`src/hw/rtl/bcd_pkg.sv`:
```
package bcd_pkg;

  // Phase codes double as event codes (0 means no event).
  typedef enum logic [2:0] {
    PH_IDLE   = 3'd0,
    PH_DOWN   = 3'd1,
    PH_UP     = 3'd2,
    PH_REPEAT = 3'd3,
    PH_SINGLE = 3'd4,
    PH_DOUBLE = 3'd5,
    PH_TRIPLE = 3'd6,
    PH_LONG   = 3'd7
  } phase_t;

  typedef enum logic [2:0] {
    REG_PRESSED_LEVEL = 3'd0,
    REG_DEBOUNCE      = 3'd1,
    REG_LONG          = 3'd2,
    REG_SHORT         = 3'd3,
    REG_ENABLE        = 3'd4
  } reg_idx_t;

  localparam int unsigned DEB_W   = 9;
  localparam int unsigned TICK_W  = 17;
  localparam int unsigned TALLY_W = 8;

  localparam logic [DEB_W-1:0]   DEB_MAX   = '1;
  localparam logic [TICK_W-1:0]  TICK_MAX  = '1;
  localparam logic [TALLY_W-1:0] TALLY_MAX = '1;

  typedef struct packed {
    logic        pressed_level;
    logic [7:0]  debounce_ticks;
    logic [15:0] long_ticks;
    logic [7:0]  short_ticks;
    logic [6:0]  event_enable;
  } cfg_t;

  typedef struct packed {
    phase_t              phase;
    logic [DEB_W-1:0]    debounce_count;
    logic [TICK_W-1:0]   tick_count;
    logic [TALLY_W-1:0]  click_tally;
    logic                press_active;
  } state_t;

  typedef struct packed {
    logic [2:0] event_code;
    logic [7:0] click_count;
    logic [2:0] detector_phase;
  } result_t;

endpackage

```
`src/hw/rtl/bcd_apb_regs.sv`:
```
module bcd_apb_regs (
  input  logic          clk,
  input  logic          rst,
  input  logic          psel,
  input  logic          penable,
  input  logic          pwrite,
  input  logic [4:0]    paddr,
  input  logic [31:0]   pwdata,
  output logic [31:0]   prdata,
  output logic          pready,
  output bcd_pkg::cfg_t cfg
);
  import bcd_pkg::*;

  reg_idx_t idx;
  logic     wr_en;

  assign pready = 1'b1;
  assign idx    = reg_idx_t'(paddr[4:2]);
  assign wr_en  = psel && penable && pwrite && pready;

  always_ff @(posedge clk) begin
    if (rst) begin
      cfg <= '0;
    end else if (wr_en) begin
      unique case (idx)
        REG_PRESSED_LEVEL: cfg.pressed_level  <= pwdata[0];
        REG_DEBOUNCE:      cfg.debounce_ticks <= pwdata[7:0];
        REG_LONG:          cfg.long_ticks     <= pwdata[15:0];
        REG_SHORT:         cfg.short_ticks    <= pwdata[7:0];
        REG_ENABLE:        cfg.event_enable   <= pwdata[6:0];
        default: ;
      endcase
    end
  end

  always_comb begin
    unique case (idx)
      REG_PRESSED_LEVEL: prdata = {31'd0, cfg.pressed_level};
      REG_DEBOUNCE:      prdata = {24'd0, cfg.debounce_ticks};
      REG_LONG:          prdata = {16'd0, cfg.long_ticks};
      REG_SHORT:         prdata = {24'd0, cfg.short_ticks};
      REG_ENABLE:        prdata = {25'd0, cfg.event_enable};
      default:           prdata = '0;
    endcase
  end

endmodule

```
`src/hw/rtl/bcd_step.sv`:
```
module bcd_step (
  input  logic            key_level,
  input  bcd_pkg::cfg_t   cfg,
  input  bcd_pkg::state_t st,
  output bcd_pkg::state_t st_next,
  output bcd_pkg::result_t res
);
  import bcd_pkg::*;

  logic              pressed;
  phase_t            ph;
  phase_t            ev;
  logic [TICK_W-1:0] tick_inc;
  logic [2:0]        en_idx;

  always_comb begin
    st_next  = st;
    ev       = PH_IDLE;
    pressed  = (key_level == cfg.pressed_level);
    ph       = st.phase;
    tick_inc = (st.tick_count == TICK_MAX) ? st.tick_count : st.tick_count + 1'b1;

    // debounce; an accepted press overrides whatever phase we were in
    if (pressed && !st.press_active) begin
      st_next.debounce_count = (st.debounce_count == DEB_MAX) ?
                               st.debounce_count : st.debounce_count + 1'b1;
      if (st.debounce_count > {1'b0, cfg.debounce_ticks}) begin
        ph                     = PH_DOWN;
        st_next.press_active   = 1'b1;
        st_next.debounce_count = '0;
      end
    end else begin
      st_next.debounce_count = '0;
    end

    st_next.phase = ph;

    unique case (ph)
      PH_IDLE: begin
        st_next.press_active = 1'b0;
        st_next.click_tally  = '0;
      end
      PH_DOWN: begin
        if (pressed) begin
          ev                 = PH_DOWN;
          st_next.tick_count = tick_inc;
          if (st.tick_count > {1'b0, cfg.long_ticks}) st_next.phase = PH_LONG;
        end else begin
          st_next.phase = PH_UP;
        end
      end
      PH_UP: begin
        if (st.tick_count > {9'd0, cfg.short_ticks}) begin
          ev                 = PH_UP;
          st_next.phase      = PH_IDLE;
          st_next.tick_count = '0;
        end else begin
          st_next.phase      = PH_REPEAT;
          st_next.tick_count = tick_inc;
        end
      end
      PH_REPEAT: begin
        st_next.tick_count = tick_inc;
        if (st.tick_count < {9'd0, cfg.short_ticks}) begin
          if (st_next.press_active && st.click_tally != TALLY_MAX)
            st_next.click_tally = st.click_tally + 1'b1;
        end else if (st.click_tally == 8'd1) begin
          st_next.phase = PH_SINGLE;
        end else if (st.click_tally == 8'd2) begin
          st_next.phase = PH_DOUBLE;
        end else if (st.click_tally == 8'd3) begin
          st_next.phase = PH_TRIPLE;
        end else begin
          ev            = PH_REPEAT;
          st_next.phase = PH_IDLE;
        end
        st_next.press_active = 1'b0;
      end
      PH_SINGLE, PH_DOUBLE, PH_TRIPLE: begin
        ev                 = ph;
        st_next.phase      = PH_IDLE;
        st_next.tick_count = '0;
      end
      default: begin // long press: rearm at the short window
        ev                   = PH_LONG;
        st_next.phase        = PH_IDLE;
        st_next.press_active = 1'b1;
        st_next.tick_count   = {9'd0, cfg.short_ticks};
      end
    endcase

    en_idx             = ev - 3'd1;
    res.event_code     = '0;
    res.click_count    = '0;
    res.detector_phase = st_next.phase;
    if (ev != PH_IDLE && cfg.event_enable[en_idx]) begin
      res.event_code = ev;
      if (ev == PH_REPEAT || ev == PH_SINGLE || ev == PH_DOUBLE || ev == PH_TRIPLE)
        res.click_count = st_next.click_tally;
    end
  end

endmodule

```
`src/hw/rtl/button_click_detector_core.sv`:
```
// A beat goes to the input register, then to the state and result registers;
// an output stall holds it in the input register. Next state is combinational.
// Throughput: one beat per cycle while the output is not stalled.
// Reset (rst, synchronous, active high): phase idle, all counters and configuration
// registers zero, no beat held in either stage.
module button_click_detector_core (
  input  logic        clk,
  input  logic        rst,
  input  logic        in_valid,
  output logic        in_ready,
  input  logic        key_level,
  output logic        out_valid,
  input  logic        out_ready,
  output logic [2:0]  event_code,
  output logic [7:0]  click_count,
  output logic [2:0]  detector_phase,
  input  logic        psel,
  input  logic        penable,
  input  logic        pwrite,
  input  logic [4:0]  paddr,
  input  logic [31:0] pwdata,
  output logic [31:0] prdata,
  output logic        pready
);
  import bcd_pkg::*;

  cfg_t    cfg;
  state_t  st;
  state_t  st_next;
  result_t res;
  logic    s1_valid;
  logic    key_q;
  logic    adv;

  bcd_apb_regs u_regs (
    .clk     (clk),
    .rst     (rst),
    .psel    (psel),
    .penable (penable),
    .pwrite  (pwrite),
    .paddr   (paddr),
    .pwdata  (pwdata),
    .prdata  (prdata),
    .pready  (pready),
    .cfg     (cfg)
  );

  bcd_step u_step (
    .key_level (key_q),
    .cfg       (cfg),
    .st        (st),
    .st_next   (st_next),
    .res       (res)
  );

  assign adv      = s1_valid && (!out_valid || out_ready);
  assign in_ready = !s1_valid || adv;

  always_ff @(posedge clk) begin
    if (rst) begin
      s1_valid  <= 1'b0;
      out_valid <= 1'b0;
      st        <= '{PH_IDLE, '0, '0, '0, 1'b0};
    end else begin
      if (in_valid && in_ready) begin
        s1_valid <= 1'b1;
      end else if (adv) begin
        s1_valid <= 1'b0;
      end
      if (adv) begin
        out_valid <= 1'b1;
        st        <= st_next;
      end else if (out_ready) begin
        out_valid <= 1'b0;
      end
    end
  end

  always_ff @(posedge clk) begin
    if (in_valid && in_ready) key_q <= key_level;
    if (adv) begin
      event_code     <= res.event_code;
      click_count    <= res.click_count;
      detector_phase <= res.detector_phase;
    end
  end

  a_event_enabled: assert property (@(posedge clk) disable iff (rst)
    out_valid && event_code != PH_IDLE |-> cfg.event_enable[event_code - 3'd1])
    else $error("reported event is not enabled");

  a_count_only_clicks: assert property (@(posedge clk) disable iff (rst)
    out_valid && click_count != 8'd0 |->
      (event_code == PH_REPEAT || event_code == PH_SINGLE ||
       event_code == PH_DOUBLE || event_code == PH_TRIPLE))
    else $error("click count on a non-click event");

  a_long_to_idle: assert property (@(posedge clk) disable iff (rst)
    out_valid && event_code == PH_LONG |-> detector_phase == PH_IDLE)
    else $error("long press did not return to idle");

  a_click_phase_exit: assert property (@(posedge clk) disable iff (rst)
    adv && (st.phase == PH_SINGLE || st.phase == PH_DOUBLE || st.phase == PH_TRIPLE) &&
    st.press_active == 1'b0 && !(key_q == cfg.pressed_level)
      |=> st.phase == PH_IDLE)
    else $error("click report phase did not exit");

endmodule
```
`config.mk`:
```
export PLATFORM = sky130hd
export DESIGN_NAME = button_click_detector_core
export DESIGN_NICKNAME = d
export VERILOG_FILES = /design/src/hw/rtl/bcd_pkg.sv /design/src/hw/rtl/bcd_apb_regs.sv /design/src/hw/rtl/bcd_step.sv /design/src/hw/rtl/button_click_detector_core.sv
export SDC_FILE = /design/constraint.sdc
export NUM_CORES = 1
export LEC_CHECK = 0
export ABC_AREA = 1
export ABC_CLOCK_PERIOD_IN_PS = 3200
export BUFFER_PORTS_ARGS = -buffer_cell sky130_fd_sc_hd__buf_2
export CORE_ASPECT_RATIO = 1.4
export CORE_MARGIN = 2
export CORE_UTILIZATION = 50
export CTS_BUF_LIST = sky130_fd_sc_hd__clkbuf_2 sky130_fd_sc_hd__clkbuf_4 sky130_fd_sc_hd__clkbuf_8
export DETAILED_ROUTE_END_ITERATION = 8
export GPL_ROUTABILITY_DRIVEN = 0
export GPL_TIMING_DRIVEN = 1
export PLACE_DENSITY_LB_ADDON = 0.3
export SLEW_MARGIN = 20
export SYNTH_ARGS = -nofsm -noshare
export SYNTH_HDL_FRONTEND = slang
export SYNTH_SLANG_ARGS = --single-unit
```
`constraint.sdc`:
```
create_clock -name clk -period 3.2 [get_ports clk]
set_clock_uncertainty 0.1 [all_clocks]
set_input_delay 0.32 -clock clk [delete_from_list [all_inputs] [get_ports clk]]
set_output_delay 0.32 -clock clk [all_outputs]
set_load 0.005 [all_outputs]
```
---- Word-level counts from Yosys, hierarchy flattened ----
Cells that the tools add are included.
word-level totals
  bits of input ports ..................... 45
  flip-flop bits (word level) ............. 95
  output and inout port bits .............. 49
operators by class
  bitwise logic cells ..................... 1
  order comparisons ....................... 5
  muxes and demuxes ....................... 37
  reduce and logical (&&, ||, !) cells .... 31
  $add $sub $neg .......................... 4
  eq/ne operators ......................... 23
operators by type and width
  operator                                                               number
  17-bit case mux with 5 select lines                                    1
  16-bit case mux with 5 select lines                                    1
  17-bit two-way mux                                                     3
  3-bit two-way mux                                                      11
  9-bit two-way mux                                                      3
  3-bit equality test, second input constant                             7
  17-bit by 1-bit adder with 17-bit output, second input constant        1
  17-bit equality test, second input constant                            1
  17-bit by 16-bit greater-than comparator with 1-bit output             1
  17-bit by 8-bit greater-than comparator with 1-bit output              1
  17-bit by 8-bit < comparator with 1-bit output                         1
  8-bit by 2-bit equality test with 1-bit output, second input constant  2
  8-bit two-way mux                                                      2
  8-bit case mux with 2 select lines                                     1
  3-bit by 2-bit equality test with 1-bit output, second input constant  5
  3-bit case mux with 5 select lines                                     1
  2-bit AND reduction                                                    7
  3-bit case mux with 4 select lines                                     1
  9-bit by 1-bit adder with 9-bit output, second input constant          1
  9-bit equality test, second input constant                             1
  9-bit by 8-bit greater-than comparator with 1-bit output               1
  8-bit by 1-bit adder with 8-bit output, second input constant          1
  8-bit by 1-bit equality test with 1-bit output, second input constant  1
  1-bit two-way mux                                                      8
  other kinds (21)                                                       38

---- Depth between registers and ports, before layout ----
Gate-level depths: netlist of the first run.
  word-level depth ........................ 11
  mapped depth ............................ 22
  mapped depth without buffers ............ 22

---- Modules after synthesis ----
From an unflattened synthesis of the first run, not the netlist that was laid out.
unflattened totals
  cell total of the unflattened synthesis .. 1149
  area total of the unflattened synthesis .. 7522.2 sq um
modules (own cells, without submodules)
  module                      cells an instance  area an instance (sq um)  times used  seq. area each (sq um)
  bcd_step                    516                3009.1                    1           0.0
  bcd_apb_regs                356                2258.4                    1           800.8
  button_click_detector_core  277                2254.7                    1           1251.2

---- Worst setup path after synthesis of the first run ----
No wires, ideal clock.
  kind .................................... reg2reg
  from .................................... register, netlist name u_regs.cfg[38]
  to ...................................... register click_count[0], data pin
  arrival ................................. 2.776 ns
  path buffers ............................ 0
  period minus slack after synthesis ...... 3.016 ns
  setup slack ............................. 0.184 ns
  setup time .............................. 0.140 ns
  cell stages (with the launch flop) ...... 19
  data required time ...................... 2.960 ns
  cell sequence ........................... dfxtp_1 inv_1 ha_1 nand2_1 nor2_2 nand3_1 nand3_4 nand3_2 nor2_4 nand2_4 nand3_1 inv_1 ha_1 ha_1 nor2_1 a21oi_2 a21oi_4 nand3_4 nor2_1
on the way
  word-level cells in the longest chain between the ends .. 11
  elaborated cells between the ends (all ways) .. 31
  classes of those cells .................. add/sub: 1; order compare: 1; eq/ne: 10; mux: 10; reduce/logical: 9
ends and longest elaborated chain
  element                                                                               RTL line                          RTL
  9-bit by 8-bit greater-than comparator with 1-bit output *                            bcd_step.sv:27                    if (st.debounce_count > {1'b0, cfg.debounce_ticks}) begin
  3-bit two-way mux *                                                                   bcd_step.sv:27
  3-bit two-way mux *                                                                   bcd_step.sv:24                    if (pressed && !st.press_active) begin
  3-bit equality test                                                                   bcd_step.sv:38                    unique case (ph)
  3-bit OR reduction                                                                    bcd_step.sv:38
  3-bit case mux with 5 select lines *                                                  bcd_step.sv:38
  named net u_step.ev[1]                                                                bcd_step.sv:12                    phase_t ev;
  3-bit by 1-bit subtractor with 3-bit output (tied with other cells)                   bcd_step.sv:92                    en_idx = ev - 3'd1;
  1-bit binary-select mux with 3-bit select / 1-bit logical OR (equally long branches)  bcd_step.sv:96, bcd_step.sv:98
  1-bit two-way mux (implied by the code) / 1-bit logical OR (equally long branches)    bcd_step.sv:96, bcd_step.sv:98
  1-bit logical AND / 1-bit logical OR (equally long branches)                          bcd_step.sv:96, bcd_step.sv:98
  2-bit AND reduction (no source line) *                                                --
  end signal, assigned                                                                  button_click_detector_core.sv:83  click_count <= res.click_count;
  end, declared                                                                         button_click_detector_core.sv:15  output logic [7:0] click_count,
The timed path passes the listed nets; every way through them passes the cells marked *. The select of a mux whose other input is x is not followed.
A chain may end at the register's enable or synchronous reset.

---- Final worst setup path of the first run ----
  from .................................... register, netlist name u_regs.cfg[36]
  to ...................................... register click_count[1], data pin
on the way
  word-level cells in the longest chain between the ends .. 11
  elaborated cells between the ends (all ways) .. 31
  classes of those cells .................. add/sub: 1; order compare: 1; eq/ne: 10; mux: 10; reduce/logical: 9
ends and longest elaborated chain
  element                                                                               RTL line
  9-bit by 8-bit greater-than comparator with 1-bit output *                            bcd_step.sv:27
  3-bit two-way mux *                                                                   bcd_step.sv:27
  3-bit two-way mux *                                                                   bcd_step.sv:24
  3-bit equality test                                                                   bcd_step.sv:38
  3-bit OR reduction                                                                    bcd_step.sv:38
  3-bit case mux with 5 select lines *                                                  bcd_step.sv:38
  named net u_step.ev[0]                                                                bcd_step.sv:12
  3-bit by 1-bit subtractor with 3-bit output (tied with other cells)                   bcd_step.sv:92
  1-bit binary-select mux with 3-bit select / 1-bit logical OR (equally long branches)  bcd_step.sv:96, bcd_step.sv:98
  1-bit two-way mux (implied by the code) / 1-bit logical OR (equally long branches)    bcd_step.sv:96, bcd_step.sv:98
  1-bit logical AND / 1-bit logical OR (equally long branches)                          bcd_step.sv:96, bcd_step.sv:98
  2-bit AND reduction (no source line) *                                                --
Marks and branches as above.

==> metrics.cfg, run 1 <==
[routing]
drt_iter0_drc = 300
routedWlPerCell_um = 15.0
drtAntennaViolNets = 0
drc_errors = 0
routed_wl_um = 15800
firstDrtPassIters = 5
viasPerCell = 5.43
vias = 5735

[floorplanning]
core_um2 = 11800
die_y_um = 134
die_area_um2 = 12900
rows = 47
start_util_pct = 51.0
fp.dieW_um = 96.6
io_pins = 94

[timing]
max_freq_mhz = 324
tightest_slew_ns = 0.753
setup_viol = 0
slew_headroom_pct = 49.8
period_share_pct = 96.4
finalHoldViolCount = 0
fin_ws_ns = 0.114
slew_viol_final = 0
fin_crit_ns = 3.09

[logic_synthesis]
yosysTopAreaCell = dfxtp_1
synth-simple-area-share_pct = 23.6
avgSynthCellArea_um2 = 7.39
synthMuxAreaShare_pct = 0
yosysSeqAreaShare_pct = 34.2
yosysWarnings = 0
synth_edf_count = 15
syn_inst = 812
synth_top_flop_cell = dfxtp_1
synth_area_um2 = 6000
synth_top_family_by_area = simple AND/OR/NAND/NOR gates
synthAdderAreaFrac_pct = 8.97
synthTopCellsByArea = dfxtp_1 27%, ha_1 9.0%, nand2_1 7.9%
synth-seq-cells = 95
synth.distinct_cells = 57
synth-compound-area-share_pct = 20.1
yosys.area_share.xor_xnor_pct = 1.61
synth_top_area_share_pct = 26.7
async_flop_share_pct = 0

[global_route]
grt_max_degree = 50
grt_pass1_wl_um = 24300
antenna_found_initial = 0
grt_overflow = 0
grt_pass1_vias = 5308
track_usage_pct = 24.2

[run_status]
status = completed

[critical_path]
start_kind = flip-flop
worstSetupPathType = reg2reg
startpoint = u_regs.cfg[36]
endpoint_kind = flip-flop
cp_data_arrival_time_ns = 3.23
r2r-start = u_regs.cfg[36]
reg2reg_depth = 20
critPathRequiredTime_ns = 3.34
path_max_fanout = 8
reg2reg_slack_ns = 0.11
endpoint = click_count[1]
reg2reg_to = click_count[1]

[power]
p_seq_share_pct = 45.6
clkPwrFrac_pct = 31.9
power_mw = 2.80
combPwrFrac_pct = 22.5
leakage_nw = 3.03
power.share.switching_pct = 31.5
intPower_mw = 1.92
p_sw_mw = 0.881
irDropWorstVdd_mv = 0.203
power_density_nw_per_um2 = 395

[clocking]
htreeDepth = 3
postCtsHoldBufs = 0
cts_tree = yes
cts_buffers = 9
cts_root_buf = clkbuf_8
clkTransAtPathRegs_ns = 0.10
worst_skew_pair.late_latency_ns = 0.38
max-clock-path-buffers = 2
cts.sinks = 95

[placed_design]
placed_cell_area_um2 = 6580
io_buffers = 58
pre_cts_slack_ns = -0.108
dpl.hpwl_um = 11800

[worst_hold_path]
holdCritPathClass = in2reg

[layout]
post-route-util_pct = 60.3
nets = 992
area_growth_pct = 18.1
antennaDiodeCount = 0
final_area_um2 = 7090
drive_gt1_share_pct = 21.7

[job]
cap_violations = 0

==> power groups by stage <==
| stage | sequential, mW | clock, mW | combinational (mW) |
|---|---|---|---|
| floorplan | 1.30 | 0 | 0.406 |
| global placement | 1.30 | 0 | 0.555 |
| detailed placement | 1.30 | 0 | 0.561 |
| CTS | 1.27 | 0.909 | 0.576 |
| global route | 1.28 | 0.945 | 0.699 |
| finish | 1.28 | 0.891 | 0.630 |
==> what timing repair did <==
action | 4_1_cts | 5_1_grt
cloned | 0 | 0
resized for setup | 4 | 49
setup buffers | 1 | 8
endpoints found under the setup margin | 11 | 11
pin swaps | 2 | 22
hold endpoints to repair | 0 | 0
==> layout by cell type, fill, tap and decap left out, types with 3 or more instances in the layout <==
| master | count |
|---|---|
| xor2_1 | 9 |
| a211oi_1 | 3 |
| nand4_1 | 17 |
| a31oi_1 | 3 |
| inv_1 | 115 |
| nor2_4 | 7 |
| conb_1 | 17 |
| nor2_2 | 13 |
| ha_1 | 35 |
| dfxtp_2 | 11 |
| clkbuf_8 | 9 |
| nand2_1 | 123 |
| nand2_4 | 5 |
| o21ai_0 | 71 |
| nor2_1 | 44 |
| nand3b_1 | 4 |
| buf_2 | 58 |
| edfxtp_1 | 15 |
| nand3_1 | 30 |
| o21bai_1 | 3 |
| nor3_1 | 13 |
| inv_2 | 6 |
| buf_4 | 46 |
| nand2_2 | 7 |
| nand3_4 | 4 |
| o22ai_1 | 7 |
| a21oi_1 | 84 |
| a221o_1 | 6 |
| dfxtp_1 | 69 |
| nand3_2 | 5 |
| a221oi_1 | 3 |
| ha_4 | 8 |
| nor4_1 | 8 |
| o211ai_1 | 9 |
==> cell families (layout without fill, tap and decap cells) <==
logic type,Yosys count,after routing
buffers and inverters,160,242
DFF,95,95
and+or+nand+nor,292,292
xor gates and xnor gates,11,11
adders and majority gates,43,43
AOI/OAI and AO/OA,209,209
other,2,17
==> layer usage <==
| layer | part of all wire [%] | vias to the layer above | track usage, % |
|---|---|---|---|
| li1 | - | 2900 | - |
| met1 | 39 | 2633 | 25.5 |
| met2 | 53 | 156 | 44.9 |
| met3 | 3.0 | 46 | 2.83 |
| met4 | 4.5 | 0 | 13.3 |
| met5 | 0 | - | 0 |
==> worst max-delay path, stage by stage (launching register included) <==
cell and delay [ns]:
dfxtp_2 0.34, inv_1 0.06, ha_1 0.29, nand2_1 0.07
nor2_2 0.16, nand3b_1 0.11, nand3_2 0.10, nand3_4 0.15
nand2_2 0.13, nand2_2 0.08, nand2_2 0.08, nand2_4 0.06
nand2_4 0.06, inv_2 0.05, ha_4 0.16, ha_4 0.26
nor2_4 0.12, a21oi_4 0.07, a21oi_4 0.15, nand3_4 0.20
nor2_2 0.15
==> stage by stage <==
step	hold slack [ns]	instances	setup TNS [ns]
finish	0.0260	1056	0
global route	0.0123	1056	-0.540
CTS	0.0105	1048	0
detailed placement	0.377	1031	-0.609
global placement	0.372	1031	-0.0760
floorplan	0.319	827	0
==> synth_stat cells (4+ instances only) <==
cell type  count
a21oi_1       84
a221o_1        6
buf_4         19
clkbuf_1      14
dfxtp_1       80
edfxtp_1      15
ha_1          43
inv_1        120
nand2_1      127
nand2_2        4
nand2_4        4
nand3_1       32
nand3_2        5
nand3b_1       4
nand4_1       17
nor2_1        55
nor2_2         6
nor3_1        14
nor4_1         9
o211ai_1       9
o21ai_0       71
o22ai_1        7
xor2_1         9
==> sequential cells by signal, indices dropped and copies added, names as in the netlist <==
signal,cells
st,38
u_regs.cfg,40
click_count,8
event_code,3
key_q,1
out_valid,1
s1_valid,1
detector_phase,3
==> worst min-delay path by stage <==
stage                        start        endpoint  slack (ns)  cells past startpoint
detailed placement  u_regs.cfg[16]  u_regs.cfg[16]        0.38                      2
floorplan                key_level           key_q        0.32                      0
global route             key_level           key_q        0.01                      1
CTS                      key_level           key_q        0.01                      1
finish                   key_level           key_q        0.03                      1
global placement    u_regs.cfg[28]  u_regs.cfg[28]        0.37                      2
==> final cells by class <==
| class | count | area, um2 |
|---|---|---|
| clock inverter | 7 | 93.8 |
| multi-input combinational | 572 | 3530 |
| fill | 1088 | 4670 |
| sequential | 95 | 2070 |
| clock buffer | 9 | 124 |
| tap | 147 | 184 |
| inverter | 122 | 458 |
| timing repair buffer | 104 | 636 |
Note: power is estimated with default switching activity, not from simulation.
==> inputs of run 2 (changes only) <==
BUFFER_PORTS_ARGS = -buffer_cell sky130_fd_sc_hd__buf_4   (was -buffer_cell sky130_fd_sc_hd__buf_2)
CORE_MARGIN = 1   (was 2)
==> run 2 against run 1 <==
Die area decreased by 3.5%; register-to-register slack improved by 0.04 ns; largest power group unchanged; critical path depth is 3 lower; hold slack improved by 0.014 ns; largest cell class unchanged; routed wire length shrank 1.5%; global-route usage grew 1.7 points.
==> metrics.cfg, run 2 (same netlist as run 1, synthesis figures left out) <==
[timing]
fin_crit_ns = 3.05  ; was 3.09 ns
setup_viol = 0  ; unchanged
tightest_slew_ns = 0.819  ; was 0.753 ns
fin_hold_ws_ns = 0.0402  ; was 0.0260 ns
slew_headroom_pct = 45.0  ; was 49.8%
finalHoldViolCount = 0  ; unchanged
max_freq_mhz = 328  ; was 324 MHz
period_share_pct = 95.3  ; was 96.4%
slew_viol_final = 0  ; unchanged

[clocking]
cts_tree = yes  ; unchanged
max-clock-path-buffers = 2  ; unchanged
cts_buffers = 9  ; unchanged
clkTransAtPathRegs_ns = 0.09  ; was 0.10 ns
worst_skew_pair.late_latency_ns = 0.37  ; was 0.38 ns
cts.sinks = 95  ; unchanged
postCtsHoldBufs = 0  ; unchanged
htreeDepth = 3  ; unchanged
cts_root_buf = clkbuf_8  ; unchanged

[layout]
reg.largest.list = u_regs.cfg x40, st x38, click_count x8  ; unchanged
stdcell_count = 1047  ; was 1,056
antennaDiodeCount = 0  ; unchanged
largest_register_ff_count = 40  ; unchanged
area_growth_pct = 18.2  ; was 18.1%
drive_gt1_share_pct = 19.2  ; was 21.7%
layout_commonest_cell = nand2_1  ; unchanged
regMostFlops = u_regs.cfg  ; unchanged
final_cell_mix = 124 x nand2_1, 118 x inv_1, 96 x buf_4  ; was 123 x nand2_1, 115 x inv_1, 84 x a21oi_1
nets = 984  ; was 992
post-route-util_pct = 60.3  ; about the same

[critical_path]
slowest_delay_ns = 0.35  ; was 0.34 ns
path_max_fanout = 8  ; unchanged
critPathSlowestCell = dfxtp_1  ; was dfxtp_2
cp_data_arrival_time_ns = 3.19  ; was 3.23 ns
endpoint_kind = flip-flop  ; unchanged
critPathRequiredTime_ns = 3.34  ; about the same
start_kind = flip-flop  ; unchanged
worst-path-buf-inv = 2  ; unchanged
critical_path.top_delay_family = simple AND/OR/NAND/NOR gates  ; unchanged
path_cells = inv_1 -> ha_1 -> nand2_1 -> nor4_2 -> nand4_1 -> nand2_1 -> nand2_1 -> nand2_1 -> nand3_2 -> inv_1 -> ha_2 -> ha_4 -> nor2_2 -> a21oi_2 -> a21oi_4 -> nand3_4 -> nor2_2  ; was inv_1 -> ha_1 -> nand2_1 -> nor2_2 -> nand3b_1 -> nand3_2 -> nand3_4 -> nand2_2 -> nand2_2 -> nand2_2 -> nand2_4 -> nand2_4 -> inv_2 -> ha_4 -> ha_4 -> nor2_4 -> a21oi_4 -> a21oi_4 -> nand3_4 -> nor2_2
cp_common_cell = nand2_1  ; was nand2_2
worstSetupPathType = reg2reg  ; unchanged

[run_status]
status = completed  ; unchanged

[power]
power_density_nw_per_um2 = 387  ; was 395 nW/um2
leakage_nw = 3.01  ; was 3.03 nW
irDropWorstVdd_mv = 0.201  ; was 0.203 mV

[job]
cap_violations = 0  ; unchanged

[global_route]
antenna_found_initial = 0  ; unchanged
track_usage_pct = 25.9  ; was 24.2%
grt_pass1_vias = 5473  ; was 5,308
grt_overflow = 0  ; unchanged
grt_max_degree = 47  ; was 50
grt_pass1_wl_um = 25200  ; was 24,300 um

[routing]
drtAntennaViolNets = 0  ; unchanged
drt_iter0_drc = 294  ; was 300
vias = 5706  ; was 5,735
routed_wl_um = 15600  ; was 15,800 um
routedWlPerCell_um = 14.9  ; was 15.0 um
firstDrtPassIters = 4  ; was 5
viasPerCell = 5.45  ; was 5.43
drc_errors = 0  ; unchanged

[floorplanning]
rows = 47  ; unchanged
die_area_um2 = 12400  ; was 12,900 um2
start_util_pct = 51.0  ; unchanged
core_um2 = 11800  ; unchanged
io_pins = 94  ; unchanged
fp.dieW_um = 94.6  ; was 96.6 um
die_y_um = 132  ; was 134 um

[worst_hold_path]
holdCritPathClass = in2reg  ; unchanged

[placed_design]
dpl.hpwl_um = 11700  ; was 11,800 um
io_buffers = 58  ; unchanged
dp.cells = 1027  ; was 1,031

==> run 2: cell count changes in the layout (fill, tap and decap cells not counted), sizes merged <==
cell	before	now
inv	123	121
buf	104	96
bufinv	2	1
clkinv	4	2
clkbuf	9	13
==> run 2: worst register-to-register path, cell delays in order (launching register included) <==
cell and delay [ns]:
dfxtp_1 0.35, inv_1 0.09, ha_1 0.31, nand2_1 0.08
nor4_2 0.30, nand4_1 0.22, nand2_1 0.16, nand2_1 0.06
nand2_1 0.07, nand3_2 0.07, inv_1 0.08, ha_2 0.20
ha_4 0.21, nor2_2 0.09, a21oi_2 0.07, a21oi_4 0.15
nand3_4 0.16, nor2_2 0.14
==> run 2: routing by layer <==
layer / routed length [um] / track usage (%) / part of all wire, %
met1: 6090 / 28.5 / 39
met2: 8250 / 47.1 / 53
met3: 575 / 3.41 / 3.7
met4: 646 / 13.6 / 4.2
met5: 0 / 0 / 0
==> run 2: area by class of cell <==
| class | instances | area (um2) |
|---|---|---|
| Clock inverter | 2 | 38.8 |
| Clock buffer | 13 | 173 |
| Inverter | 122 | 458 |
| Timing Repair Buffer | 96 | 721 |
| Tap cell | 147 | 184 |
| Sequential cell | 95 | 2060 |
| Multi-Input combinational cell | 572 | 3460 |
| Fill cell | 1116 | 4670 |
==> run 2: what timing repair did <==
item | in CTS | in global routing
endpoints found under the setup margin | 11 | 11
buffers inserted | 1 | 4
pin swaps | 1 | 18
gates resized for setup | 3 | 28
==> run 2: path summary, 6_finish.rpt <==
path,start,endpoint,slack [ns],depth (start not counted)
max,u_regs.cfg[9],click_count[5],0.15,17
min,key_level,key_q,0.04,1
max reg2reg,u_regs.cfg[9],click_count[5],0.15,17
min reg2reg,u_regs.cfg[37],u_regs.cfg[37],0.39,2
==> run 2: power breakdown <==
part | internal [mW] | switching, mW | total, mW | leakage [nW]
clock network | 0.432 | 0.419 | 0.851 | 0.109
logic | 0.230 | 0.388 | 0.618 | 2.11
registers | 1.25 | 0.0292 | 1.28 | 0.796
total | 1.91 | 0.836 | 2.75 | 3.01
==> run 2: through the flow <==
| step | power, mW | setup TNS [ns] | setup WS (ns) | instance area [um2] |
|---|---|---|---|---|
| final | 2.75 | 0 | 0.150 | 7100 |
| after global placement | 1.87 | -0.00326 | -0.00269 | 6690 |
| after detailed placement | 1.87 | -0.493 | -0.0895 | 6690 |
| after floorplan | 1.71 | 0 | 0.184 | 6060 |
| after CTS | 2.72 | 0 | 0.0656 | 6930 |
| after global routing | 2.87 | -0.0365 | -0.0261 | 7100 |
